### config.mk
export PLATFORM = sky130hd
export DESIGN_NAME = adaptive_collection_threshold
export DESIGN_NICKNAME = d
export VERILOG_FILES = /design/src/sv/act_pkg.sv /design/src/sv/act_ctrl.sv /design/src/sv/act_dp.sv /design/src/sv/adaptive_collection_threshold.sv
export VERILOG_INCLUDE_DIRS = /design/src /design/src/sv
export SDC_FILE = /design/constraint.sdc
export NUM_CORES = 1
export LEC_CHECK = 0
export ABC_AREA = 1
export BUFFER_PORTS_ARGS = -buffer_cell sky130_fd_sc_hd__clkbuf_2
export CAP_MARGIN = 20
export CORE_ASPECT_RATIO = 2
export CORE_MARGIN = 5
export CORE_UTILIZATION = 35
export DETAILED_ROUTE_END_ITERATION = 16
export PLACE_DENSITY = 0.54
export REMOVE_ABC_BUFFERS = 1
export SYNTH_ARGS = -nofsm -noshare
export SYNTH_HDL_FRONTEND = slang
export SYNTH_SLANG_ARGS = --single-unit
### constraint.sdc
create_clock -name clk_i -period 15.85 [get_ports clk_i]
set_input_delay 0.7925 -clock clk_i [delete_from_list [all_inputs] [get_ports clk_i]]
set_output_delay 0.7925 -clock clk_i [all_outputs]
set_load 0.02 [all_outputs]
### src/sv/adaptive_collection_threshold_defines.svh
// Assertion macros used by the adaptive collection threshold datapath
`ifndef ADAPTIVE_COLLECTION_THRESHOLD_DEFINES_SVH
`define ADAPTIVE_COLLECTION_THRESHOLD_DEFINES_SVH
`ifndef SYNTHESIS
// Same-cycle implication, reset-qualified
`define ACT_ASSERT_IMP(lbl, ante, cons, msg) \
  lbl: assert property (@(posedge clk_i) disable iff (!rst_ni) (ante) |-> (cons)) \
    else $error(msg);
// Next-cycle implication, reset-qualified
`define ACT_ASSERT_NXT(lbl, ante, cons, msg) \
  lbl: assert property (@(posedge clk_i) disable iff (!rst_ni) (ante) |=> (cons)) \
    else $error(msg);
`else
`define ACT_ASSERT_IMP(lbl, ante, cons, msg)
`define ACT_ASSERT_NXT(lbl, ante, cons, msg)
`endif
`endif

### src/sv/act_pkg.sv
// Shared types, constants and register codes for the adaptive collection threshold
package act_pkg;

  // History ring and byte-count sizing
  localparam int HIST_DEPTH = 16;
  localparam int IDX_W      = $clog2(HIST_DEPTH);
  localparam int CNT_W      = $clog2(HIST_DEPTH + 1);
  localparam int BYTE_W     = 32;
  localparam int TRIG_W     = 5;
  localparam int CMP_W      = (CNT_W > TRIG_W) ? CNT_W : TRIG_W;

  // Remainder unit: dividend is total + step - threshold
  localparam int DIV_W  = BYTE_W + 1;
  localparam int BCNT_W = $clog2(DIV_W);
  localparam int M_W    = BYTE_W + 2;
  localparam int SUM_W  = BYTE_W + 3;

  // Stream payload widths, padded to whole bytes
  localparam int IN_W   = 1 + 2 * BYTE_W;
  localparam int IN_TW  = ((IN_W + 7) / 8) * 8;
  localparam int OUT_W  = 1 + BYTE_W + 2 + 2;
  localparam int OUT_TW = ((OUT_W + 7) / 8) * 8;

  // Configuration register indexes
  localparam int CFG_IDX_W = 3;
  localparam logic [CFG_IDX_W-1:0] REG_MODE  = 3'd0;
  localparam logic [CFG_IDX_W-1:0] REG_MIN   = 3'd1;
  localparam logic [CFG_IDX_W-1:0] REG_MAX   = 3'd2;
  localparam logic [CFG_IDX_W-1:0] REG_STEP  = 3'd3;
  localparam logic [CFG_IDX_W-1:0] REG_RAISE = 3'd4;
  localparam logic [CFG_IDX_W-1:0] REG_LOWER = 3'd5;
  localparam logic [CFG_IDX_W-1:0] REG_START = 3'd6;

  // Mode codes; the unused codes 2 and 3 behave as adaptive always-collect
  localparam logic [1:0] MODE_BARRIER = 2'd0;
  localparam logic [1:0] MODE_ALWAYS  = 2'd1;

  // Reset values of the configuration registers
  localparam logic [1:0]        MODE_RST  = MODE_BARRIER;
  localparam logic [BYTE_W-1:0] MIN_RST   = BYTE_W'(1048576);
  localparam logic [BYTE_W-1:0] MAX_RST   = BYTE_W'(268435456);
  localparam logic [BYTE_W-1:0] STEP_RST  = BYTE_W'(1048576);
  localparam logic [TRIG_W-1:0] RAISE_RST = TRIG_W'(4);
  localparam logic [TRIG_W-1:0] LOWER_RST = TRIG_W'(12);
  localparam logic [BYTE_W-1:0] START_RST = BYTE_W'(4194304);

  typedef enum logic [1:0] {
    OUT_EMPTY = 2'd0,
    OUT_MISS  = 2'd1,
    OUT_HIT   = 2'd2
  } outcome_e;

  typedef enum logic [1:0] {
    ADJ_NONE  = 2'd0,
    ADJ_RAISE = 2'd1,
    ADJ_LOWER = 2'd2
  } adj_e;

  typedef enum logic [2:0] {
    ST_IDLE,
    ST_EVAL,
    ST_DIV,
    ST_ROUND,
    ST_ADJ,
    ST_DONE
  } state_e;

  // Commands from controller to datapath
  typedef struct packed {
    logic load_in;
    logic eval;
    logic div_step;
    logic round;
    logic adjust;
    logic commit;
  } cmd_t;

  // Status from datapath to controller
  typedef struct packed {
    logic need_div;
    logic div_last;
    logic out_free;
  } sts_t;

endpackage

### src/sv/act_ctrl.sv
// Sequencing state machine for one collection request at a time
module act_ctrl (
  input  logic          clk_i,
  input  logic          rst_ni,
  input  logic          in_valid_i,
  output logic          in_ready_o,
  input  act_pkg::sts_t sts_i,
  output act_pkg::cmd_t cmd_o
);

  act_pkg::state_e state_q, state_d;

  // State register
  always_ff @(posedge clk_i or negedge rst_ni) begin
    if (!rst_ni) begin
      state_q <= act_pkg::ST_IDLE;
    end else begin
      state_q <= state_d;
    end
  end

  // Next state and commands
  always_comb begin
    state_d    = state_q;
    in_ready_o = 1'b0;
    cmd_o      = '0;
    case (state_q)
      act_pkg::ST_IDLE: begin
        in_ready_o = 1'b1;
        if (in_valid_i) begin
          cmd_o.load_in = 1'b1;
          state_d       = act_pkg::ST_EVAL;
        end
      end
      act_pkg::ST_EVAL: begin
        cmd_o.eval = 1'b1;
        state_d    = sts_i.need_div ? act_pkg::ST_DIV : act_pkg::ST_ADJ;
      end
      act_pkg::ST_DIV: begin
        cmd_o.div_step = 1'b1;
        if (sts_i.div_last) begin
          state_d = act_pkg::ST_ROUND;
        end
      end
      act_pkg::ST_ROUND: begin
        cmd_o.round = 1'b1;
        state_d     = act_pkg::ST_ADJ;
      end
      act_pkg::ST_ADJ: begin
        cmd_o.adjust = 1'b1;
        state_d      = act_pkg::ST_DONE;
      end
      act_pkg::ST_DONE: begin
        if (sts_i.out_free) begin
          cmd_o.commit = 1'b1;
          state_d      = act_pkg::ST_IDLE;
        end
      end
      default: begin
        state_d = act_pkg::ST_IDLE;
      end
    endcase
  end

endmodule

### src/sv/act_dp.sv
// Datapath: configuration, history ring, threshold adaptation and result register
`include "adaptive_collection_threshold_defines.svh"

module act_dp (
  input  logic                              clk_i,
  input  logic                              rst_ni,
  input  act_pkg::cmd_t                     cmd_i,
  output act_pkg::sts_t                     sts_o,
  input  logic                              cfg_we_i,
  input  logic [act_pkg::CFG_IDX_W-1:0]     cfg_idx_i,
  input  logic [act_pkg::BYTE_W-1:0]        cfg_data_i,
  input  logic [act_pkg::IN_TW-1:0]         in_data_i,
  output logic                              out_valid_o,
  input  logic                              out_ready_i,
  output logic [act_pkg::OUT_TW-1:0]        out_data_o
);

  localparam int BW = act_pkg::BYTE_W;

  // Configuration registers
  logic [1:0]                  cfg_mode_q;
  logic [BW-1:0]               cfg_min_q, cfg_max_q, cfg_step_q;
  logic [act_pkg::TRIG_W-1:0]  cfg_raise_q, cfg_lower_q;

  // Captured request
  logic                        force_q;
  logic [BW-1:0]               stat_q, total_q;

  // History and threshold state
  act_pkg::outcome_e           ring_q [act_pkg::HIST_DEPTH];
  logic [act_pkg::IDX_W-1:0]   idx_q;
  logic [act_pkg::CNT_W-1:0]   hit_cnt_q, miss_cnt_q;
  logic [act_pkg::CNT_W-1:0]   hit_cnt_d, miss_cnt_d;
  logic [BW-1:0]               live_q;

  // Adaptation plan and remainder unit
  logic                        plan_raise_q, plan_lower_q, plan_keep_q;
  logic [act_pkg::DIV_W-1:0]   t_q, t_d;
  logic [BW-1:0]               div_q, rem_q, rem_d;
  logic [act_pkg::BCNT_W-1:0]  bcnt_q;
  logic [act_pkg::M_W-1:0]     m_q, m_d;
  act_pkg::adj_e               adj_q;

  // Result register
  logic                        out_valid_q;
  logic                        out_col_q;
  logic [BW-1:0]               out_thr_q;
  logic [1:0]                  out_adj_q, out_rec_q;

  // Combinational terms
  logic                        active, hits_ok, misses_ok;
  logic [BW:0]                 tot_step, live_x, rem_sh;
  logic                        raise_go, lower_go, keep, rem_ge;
  logic [act_pkg::SUM_W-1:0]   cand;
  logic [BW-1:0]               raised, lv, lowered, live_adj;
  logic                        adj_any, collect, record;
  act_pkg::outcome_e           rec, old_ent;

  // Decide raise or lower from the running counts
  always_comb begin
    active    = (cfg_mode_q != act_pkg::MODE_ALWAYS);
    hits_ok   = act_pkg::CMP_W'(hit_cnt_q) >= act_pkg::CMP_W'(cfg_raise_q);
    misses_ok = act_pkg::CMP_W'(miss_cnt_q) >= act_pkg::CMP_W'(cfg_lower_q);
    tot_step  = {1'b0, total_q} + {1'b0, cfg_step_q};
    live_x    = {1'b0, live_q};
    raise_go  = active && hits_ok && (live_q < cfg_max_q);
    lower_go  = active && !hits_ok && misses_ok && (live_q > cfg_min_q) &&
                (live_x > tot_step);
    keep      = (cfg_step_q == '0) || (live_x >= tot_step);
    t_d       = tot_step - live_x;
  end

  // One restoring step of the remainder per cycle, MSB first
  always_comb begin
    rem_sh = {rem_q, t_q[bcnt_q]};
    rem_ge = rem_sh >= {1'b0, div_q};
    rem_d  = rem_ge ? BW'(rem_sh - {1'b0, div_q}) : rem_sh[BW-1:0];
  end

  // Round the gap up to a whole number of steps
  always_comb begin
    m_d = act_pkg::M_W'(t_q) - act_pkg::M_W'(rem_q) +
          ((rem_q != '0) ? act_pkg::M_W'(div_q) : act_pkg::M_W'(0));
  end

  // New threshold after raising or lowering
  always_comb begin
    cand     = act_pkg::SUM_W'(live_q) + act_pkg::SUM_W'(m_q);
    if (plan_keep_q) begin
      raised = live_q;
    end else if (cand > act_pkg::SUM_W'(cfg_max_q)) begin
      raised = cfg_max_q;
    end else begin
      raised = cand[BW-1:0];
    end
    lv       = live_q - cfg_step_q;
    lowered  = (lv < cfg_min_q) ? cfg_min_q : lv;
    live_adj = plan_raise_q ? raised : (plan_lower_q ? lowered : live_q);
    adj_any  = plan_raise_q || plan_lower_q;
  end

  // Outcome of the request against the settled threshold
  always_comb begin
    collect = force_q || (cfg_mode_q != act_pkg::MODE_BARRIER);
    record  = active && !collect;
    if (!record) begin
      rec = act_pkg::OUT_EMPTY;
    end else if (stat_q > live_q) begin
      rec = act_pkg::OUT_HIT;
    end else begin
      rec = act_pkg::OUT_MISS;
    end
    old_ent    = ring_q[idx_q];
    hit_cnt_d  = hit_cnt_q - act_pkg::CNT_W'(old_ent == act_pkg::OUT_HIT)
               + act_pkg::CNT_W'(rec == act_pkg::OUT_HIT);
    miss_cnt_d = miss_cnt_q - act_pkg::CNT_W'(old_ent == act_pkg::OUT_MISS)
               + act_pkg::CNT_W'(rec == act_pkg::OUT_MISS);
  end

  // Status to the controller
  always_comb begin
    sts_o.need_div = raise_go && !keep;
    sts_o.div_last = (bcnt_q == '0);
    sts_o.out_free = !out_valid_q || out_ready_i;
  end

  // Configuration registers
  always_ff @(posedge clk_i or negedge rst_ni) begin
    if (!rst_ni) begin
      cfg_mode_q  <= act_pkg::MODE_RST;
      cfg_min_q   <= act_pkg::MIN_RST;
      cfg_max_q   <= act_pkg::MAX_RST;
      cfg_step_q  <= act_pkg::STEP_RST;
      cfg_raise_q <= act_pkg::RAISE_RST;
      cfg_lower_q <= act_pkg::LOWER_RST;
    end else if (cfg_we_i) begin
      case (cfg_idx_i)
        act_pkg::REG_MODE:  cfg_mode_q  <= cfg_data_i[1:0];
        act_pkg::REG_MIN:   cfg_min_q   <= cfg_data_i;
        act_pkg::REG_MAX:   cfg_max_q   <= cfg_data_i;
        act_pkg::REG_STEP:  cfg_step_q  <= cfg_data_i;
        act_pkg::REG_RAISE: cfg_raise_q <= cfg_data_i[act_pkg::TRIG_W-1:0];
        act_pkg::REG_LOWER: cfg_lower_q <= cfg_data_i[act_pkg::TRIG_W-1:0];
        default: ;
      endcase
    end
  end

  // Live threshold: adapted in the adjust step, loaded by a start write
  always_ff @(posedge clk_i or negedge rst_ni) begin
    if (!rst_ni) begin
      live_q <= act_pkg::START_RST;
    end else if (cmd_i.adjust) begin
      live_q <= live_adj;
    end else if (cfg_we_i && (cfg_idx_i == act_pkg::REG_START)) begin
      live_q <= cfg_data_i;
    end
  end

  // History ring, write index and running counts
  always_ff @(posedge clk_i or negedge rst_ni) begin
    if (!rst_ni) begin
      ring_q     <= '{default: act_pkg::OUT_EMPTY};
      idx_q      <= '0;
      hit_cnt_q  <= '0;
      miss_cnt_q <= '0;
    end else if (cmd_i.adjust && adj_any) begin
      ring_q     <= '{default: act_pkg::OUT_EMPTY};
      hit_cnt_q  <= '0;
      miss_cnt_q <= '0;
    end else if (cmd_i.commit && record) begin
      ring_q[idx_q] <= rec;
      hit_cnt_q     <= hit_cnt_d;
      miss_cnt_q    <= miss_cnt_d;
      if (idx_q == act_pkg::IDX_W'(act_pkg::HIST_DEPTH - 1)) begin
        idx_q <= '0;
      end else begin
        idx_q <= idx_q + 1'b1;
      end
    end
  end

  // Request capture, plan, remainder unit, rounding, adjustment code and result data
  always_ff @(posedge clk_i) begin
    if (cmd_i.load_in) begin
      force_q <= in_data_i[0];
      stat_q  <= in_data_i[BW:1];
      total_q <= in_data_i[2*BW:BW+1];
    end
    if (cmd_i.eval) begin
      plan_raise_q <= raise_go;
      plan_lower_q <= lower_go;
      plan_keep_q  <= keep;
      t_q          <= t_d;
      div_q        <= cfg_step_q;
      rem_q        <= '0;
      bcnt_q       <= act_pkg::BCNT_W'(act_pkg::DIV_W - 1);
    end
    if (cmd_i.div_step) begin
      rem_q  <= rem_d;
      bcnt_q <= bcnt_q - 1'b1;
    end
    if (cmd_i.round) begin
      m_q <= m_d;
    end
    if (cmd_i.adjust) begin
      if (plan_raise_q) begin
        adj_q <= act_pkg::ADJ_RAISE;
      end else if (plan_lower_q) begin
        adj_q <= act_pkg::ADJ_LOWER;
      end else begin
        adj_q <= act_pkg::ADJ_NONE;
      end
    end
    if (cmd_i.commit) begin
      out_col_q <= collect || (rec == act_pkg::OUT_HIT);
      out_thr_q <= live_q;
      out_adj_q <= adj_q;
      out_rec_q <= rec;
    end
  end

  // Result valid: set on commit, drop once the transfer completes
  always_ff @(posedge clk_i or negedge rst_ni) begin
    if (!rst_ni) begin
      out_valid_q <= 1'b0;
    end else if (cmd_i.commit) begin
      out_valid_q <= 1'b1;
    end else if (out_ready_i) begin
      out_valid_q <= 1'b0;
    end
  end

  assign out_valid_o = out_valid_q;
  assign out_data_o  = act_pkg::OUT_TW'({out_rec_q, out_adj_q, out_thr_q, out_col_q});

  `ACT_ASSERT_IMP(a_cnt_bound, 1'b1, (act_pkg::CNT_W+1)'(hit_cnt_q) + (act_pkg::CNT_W+1)'(miss_cnt_q) <= (act_pkg::CNT_W+1)'(act_pkg::HIST_DEPTH), "hit and miss counts exceed ring depth")
  `ACT_ASSERT_IMP(a_rem_below_div, cmd_i.div_step, rem_q < div_q, "partial remainder not below step")
  `ACT_ASSERT_NXT(a_clear_on_adjust, cmd_i.adjust && adj_any, (hit_cnt_q == '0) && (miss_cnt_q == '0), "counts not cleared after adjustment")
  `ACT_ASSERT_NXT(a_lower_floor, cmd_i.adjust && plan_lower_q && !cfg_we_i, live_q >= cfg_min_q, "lowered threshold below minimum")

endmodule

### src/sv/adaptive_collection_threshold.sv
// Top level of the adaptive collection threshold block
//
// Requests arrive on the s_axis channel, one transfer per collection request;
// each request yields exactly one decision transfer on m_axis, in order.
// Configuration is to be written through cfg_we_i / cfg_idx_i / cfg_data_i
// while the block is idle (the block does not enforce it); writing the start
// threshold also loads the live value. A raise by a computed number of
// steps adds the divide and round states between evaluate and adjust; the
// bit-serial remainder unit takes one bit of the 33-bit gap per cycle.
// One request is in flight at a time: s_axis_tready returns in the same
// cycle that the result appears in the output register, so a new request
// is taken only once the last is committed. The output register lets a
// finished result wait while the next request is taken; a stalled receiver
// holds only the final step. Reset clears the history ring, write index,
// counts and result valid, and restores all configuration registers and
// the live threshold defaults.
module adaptive_collection_threshold (
  input  logic                              clk_i,
  input  logic                              rst_ni,
  // Request stream
  input  logic                              s_axis_tvalid,
  output logic                              s_axis_tready,
  // [0] force_req, [32:1] static_bytes, [64:33] total_bytes, rest zero
  input  logic [act_pkg::IN_TW-1:0]         s_axis_tdata,
  // Decision stream
  output logic                              m_axis_tvalid,
  input  logic                              m_axis_tready,
  // [0] collect_now, [32:1] threshold_now, [34:33] adjustment,
  // [36:35] recorded, rest zero
  output logic [act_pkg::OUT_TW-1:0]        m_axis_tdata,
  // Configuration write port
  input  logic                              cfg_we_i,
  input  logic [act_pkg::CFG_IDX_W-1:0]     cfg_idx_i,
  input  logic [act_pkg::BYTE_W-1:0]        cfg_data_i
);

  act_pkg::cmd_t cmd;
  act_pkg::sts_t sts;

  // Sequencer
  act_ctrl u_ctrl (
    .clk_i      (clk_i),
    .rst_ni     (rst_ni),
    .in_valid_i (s_axis_tvalid),
    .in_ready_o (s_axis_tready),
    .sts_i      (sts),
    .cmd_o      (cmd)
  );

  // Datapath
  act_dp u_dp (
    .clk_i       (clk_i),
    .rst_ni      (rst_ni),
    .cmd_i       (cmd),
    .sts_o       (sts),
    .cfg_we_i    (cfg_we_i),
    .cfg_idx_i   (cfg_idx_i),
    .cfg_data_i  (cfg_data_i),
    .in_data_i   (s_axis_tdata),
    .out_valid_o (m_axis_tvalid),
    .out_ready_i (m_axis_tready),
    .out_data_o  (m_axis_tdata)
  );

endmodule
==> run summary <==
Max Cap Viol -> 0
Crit Path Class -> register to register
slowest CP cell -> nor3_1
HP Class -> primary input to asynchronous set/reset pin
CTS HTree Levels -> 2
final wirelength -> 138600 um
fin. max-slew vios -> 0
Initial Utilization -> 0.3513
Clock Skews -> 0.03665 ns
reg-to-reg slack, setup -> 9.90 ns
Die Wd -> 231.0 um
Cells after Synth -> 4462
total clock sinks -> 434
count of different cell masters after synthesis -> 56
Startpoint Class -> register
most used flip-flop cell after synthesis -> edfxtp_1
Layout area overhead -> 11.09%
CTS root buffer -> clkbuf_16
largest net degree at the start of global routing -> 73
crit-path max FO -> 5
CP Cell Sequence -> ha_1 -> a21oi_1 -> nand2_1 -> a21oi_1 -> o21ai_0 -> a21oi_1 -> o21ai_0 -> nand3_1 -> nand2_1 -> nand2_1 -> nand3_1 -> xor2_1 -> ha_1 -> nand3_1 -> nor3_1 -> nand4_1 -> o21ai_0 -> inv_1 -> nand3_1 -> nand2_1 -> nand3b_1
Max stage delay on crit path -> 0.72 ns
status -> finished, final reports clean
Async SR Flop Fraction -> 0.4378
RR Endpoint -> u_ctrl.state_q[2]
Die ar. -> 0.1044 mm2
global-route usage over all layers -> 0.2594
per-cell routed wire length -> 23.62 um
Max-Slew Margin vs Limit -> 0.2100
clk buf depth -> 3
CTS Buf Count -> 47
Clk pin slew, worst setup/hold paths -> 0.06 ns
I/O Buffers -> 143
post-route ant nets -> 0
FMAX -> 168.2 MHz
crit path time final -> 5.946 ns
Worst EP arrival -> 6.52 ns
Post-CTS Setup Bufs -> 0
antenna violations before repair -> 2
detailed-route via count -> 31270
DP HPWL -> 112700 um
Fin. Hold Viols -> 0
layout cells sized above 1 -> 0.06382
first-pass GRT wire length -> 200400 um
initial DRC count -> 2020
worst skew pair latency -> 0.66 ns
Slew @ Worst Pin -> 1.174 ns
CTS tree -> done
# DRC -> 0
Setup violations, final -> 0
CTS Hold Buffers Added -> 0
Die Y -> 452.0 um
gpl congestion -> 0.9818
vias in the first global route -> 32680
GRT Residual Overflow -> 0
post-cts gate resize count -> 0
syn avg cell area -> 7.661 um2
CP endpoint kind -> register
Reg2Reg Depth -> 21
Post-synth EDFFs -> 244
I/O pin total -> 154
drt pass-1 iters -> 13
Crit Reg-Reg Startpoint -> u_dp.cfg_step_q[2]
Yosys warning count -> 0
row cnt -> 162
CORE AREA -> 0.09729 mm2
Post-Syn Area -> 0.03418 mm2
post-route setup TNS -> 0 ns
Final Cycle Share -> 0.3751
#FFs+latches synth -> 434
nets -> 5129
RSZ-0062 raised after global routing -> false
Via-to-Cell Ratio -> 5.327
CP required -> 16.42 ns
register area share after synthesis -> 0.3537
## cell type report
type                    instances  area [um2]
multi-input cells            3246       19150
diodes                          1       2.502
flip-flops and latches        434       12090
clock buffers                  59        1284
repair buffers                178        1020
inverters                     694        2605
fillers                     10360       59320
well taps                    1230        1539
clock inverters                27       280.3
## flip-flops by register name (all words and copies together), names as in the netlist, 3 cells and up
name and count:
u_ctrl.state_q 3, u_dp.bcnt_q 6, u_dp.cfg_lower_q 5, u_dp.cfg_max_q 32
u_dp.cfg_min_q 32, u_dp.cfg_raise_q 5, u_dp.cfg_step_q 32, u_dp.div_q 32
u_dp.hit_cnt_q 5, u_dp.idx_q 4, u_dp.live_q 32, u_dp.m_q 34
u_dp.miss_cnt_q 5, u_dp.out_thr_q 32, u_dp.rem_q 32, u_dp.ring_q 32
u_dp.stat_q 32, u_dp.t_q 33, u_dp.total_q 32
## worst max-delay path by stage
| stage | from | end | slack (ns) | cells after the start |
|---|---|---|---|---|
| 2_1_floorplan | u_ctrl.state_q[2] | u_dp.bcnt_q[0] | 8.86 | 3 |
| 3_3_place_gp | u_dp.rem_q[28] | u_dp.m_q[32] | 9.67 | 17 |
| 3_5_place_dp | u_dp.rem_q[28] | u_dp.m_q[32] | 9.63 | 17 |
| 4_1_cts | u_dp.rem_q[28] | u_dp.m_q[32] | 9.62 | 17 |
| 5_1_grt | u_dp.live_q[0] | u_dp.live_q[2] | 9.75 | 29 |
| 6_report | u_dp.cfg_step_q[2] | u_ctrl.state_q[2] | 9.90 | 21 |
## worst max-delay path: cells and delay by family (launching register included)
| kind | cells | cell delay (ns) |
|---|---|---|
| adder cells (fa/ha/maj) | 2 | 0.82 |
| AO/OA/AOI/OAI | 6 | 1.83 |
| flip-flops | 1 | 0.66 |
| buffers and inverters | 1 | 0.13 |
| XOR/XNOR | 1 | 0.15 |
| AND/OR/NAND/NOR | 11 | 2.24 |
## routing by layer
metal / track usage / part of all wire
met5: 0 / 0
met4: 0.2180 / 0.11
met3: 0.02824 / 0.031
met2: 0.5126 / 0.55
met1: 0.2277 / 0.32
## kinds of logic (layout without fill, tap and decap cells)
logic type,count (synthesis),in the layout,synth area share
buffers and inverters,784,958,0.08781
flip-flops,434,434,0.3537
XOR/XNOR,173,173,0.04433
adder cells (fa/ha/maj),416,416,0.1608
AO/OA/AOI/OAI,838,838,0.1329
AND/OR/NAND/NOR,1816,1816,0.2203
other,1,4,0.0001097
## placed cells by master, fill, tap and decap left out, drive strengths merged, types with 23 or more instances in the layout
cell       n
nand2   1058
inv      693
nor2     380
ha       377
a21oi    370
o21ai    330
edfxtp   244
clkbuf   202
nand3    197
dfrtp    183
xor2     121
nand4     73
xnor2     52
nor3      49
fa        39
nor4      36
buf       35
a31oi     23
## cells in the mapped netlist (2+ instances only)
library cell / number / share of area
inv_1: 688 / 0.076
a221oi_1: 6 / 0.0015
a31o_2: 2 / 0.00051
nor4_1: 36 / 0.0066
nor2_1: 374 / 0.041
xor2_1: 121 / 0.031
nand3b_1: 13 / 0.0029
fa_1: 39 / 0.023
a21boi_0: 4 / 0.00088
inv_2: 3 / 0.00033
o221a_2: 2 / 0.00066
o22ai_1: 13 / 0.0024
a21o_1: 22 / 0.0048
buf_1: 4 / 0.00044
buf_4: 4 / 0.00088
a21oi_2: 3 / 0.00077
o21ai_1: 11 / 0.0016
nor3_1: 49 / 0.0072
clkbuf_1: 62 / 0.0068
o221ai_1: 5 / 0.0013
o21bai_1: 18 / 0.0040
dfstp_2: 7 / 0.0054
a21oi_1: 367 / 0.054
o21a_1: 18 / 0.0040
o21ai_0: 319 / 0.047
nand4_1: 73 / 0.013
a31oi_1: 22 / 0.0040
buf_6: 3 / 0.00099
nor2_2: 4 / 0.00073
o211ai_1: 12 / 0.0026
nand3_1: 194 / 0.028
buf_2: 16 / 0.0023
xnor2_1: 52 / 0.013
ha_1: 377 / 0.14
nand2_1: 1054 / 0.12
nor2_4: 2 / 0.00066
a211oi_1: 3 / 0.00066
o31ai_1: 5 / 0.0011
or2_2: 5 / 0.00092
edfxtp_1: 244 / 0.21
dfrtp_1: 183 / 0.13
nand2_2: 4 / 0.00073
nand3_2: 2 / 0.00059
clkinv_1: 3 / 0.00033
and3_1: 3 / 0.00055
## per-stage QoR
stage	instances	util	area (um2)	setup slack, ns	hold slack (ns)
after floorplan	4374	-	33790	8.856	0.4003
after global placement	5780	0.3737	36360	9.671	0.4599
after detailed placement	5780	0.3737	36360	9.628	0.4452
after CTS	5866	0.3898	37920	9.616	0.1726
after global routing	5869	0.3903	37970	9.753	0.2015
final	5869	0.3903	37970	9.904	0.1710
Power is not shown: default switching activity piles up to over one toggle a cycle in this logic, so the estimate is an artifact.
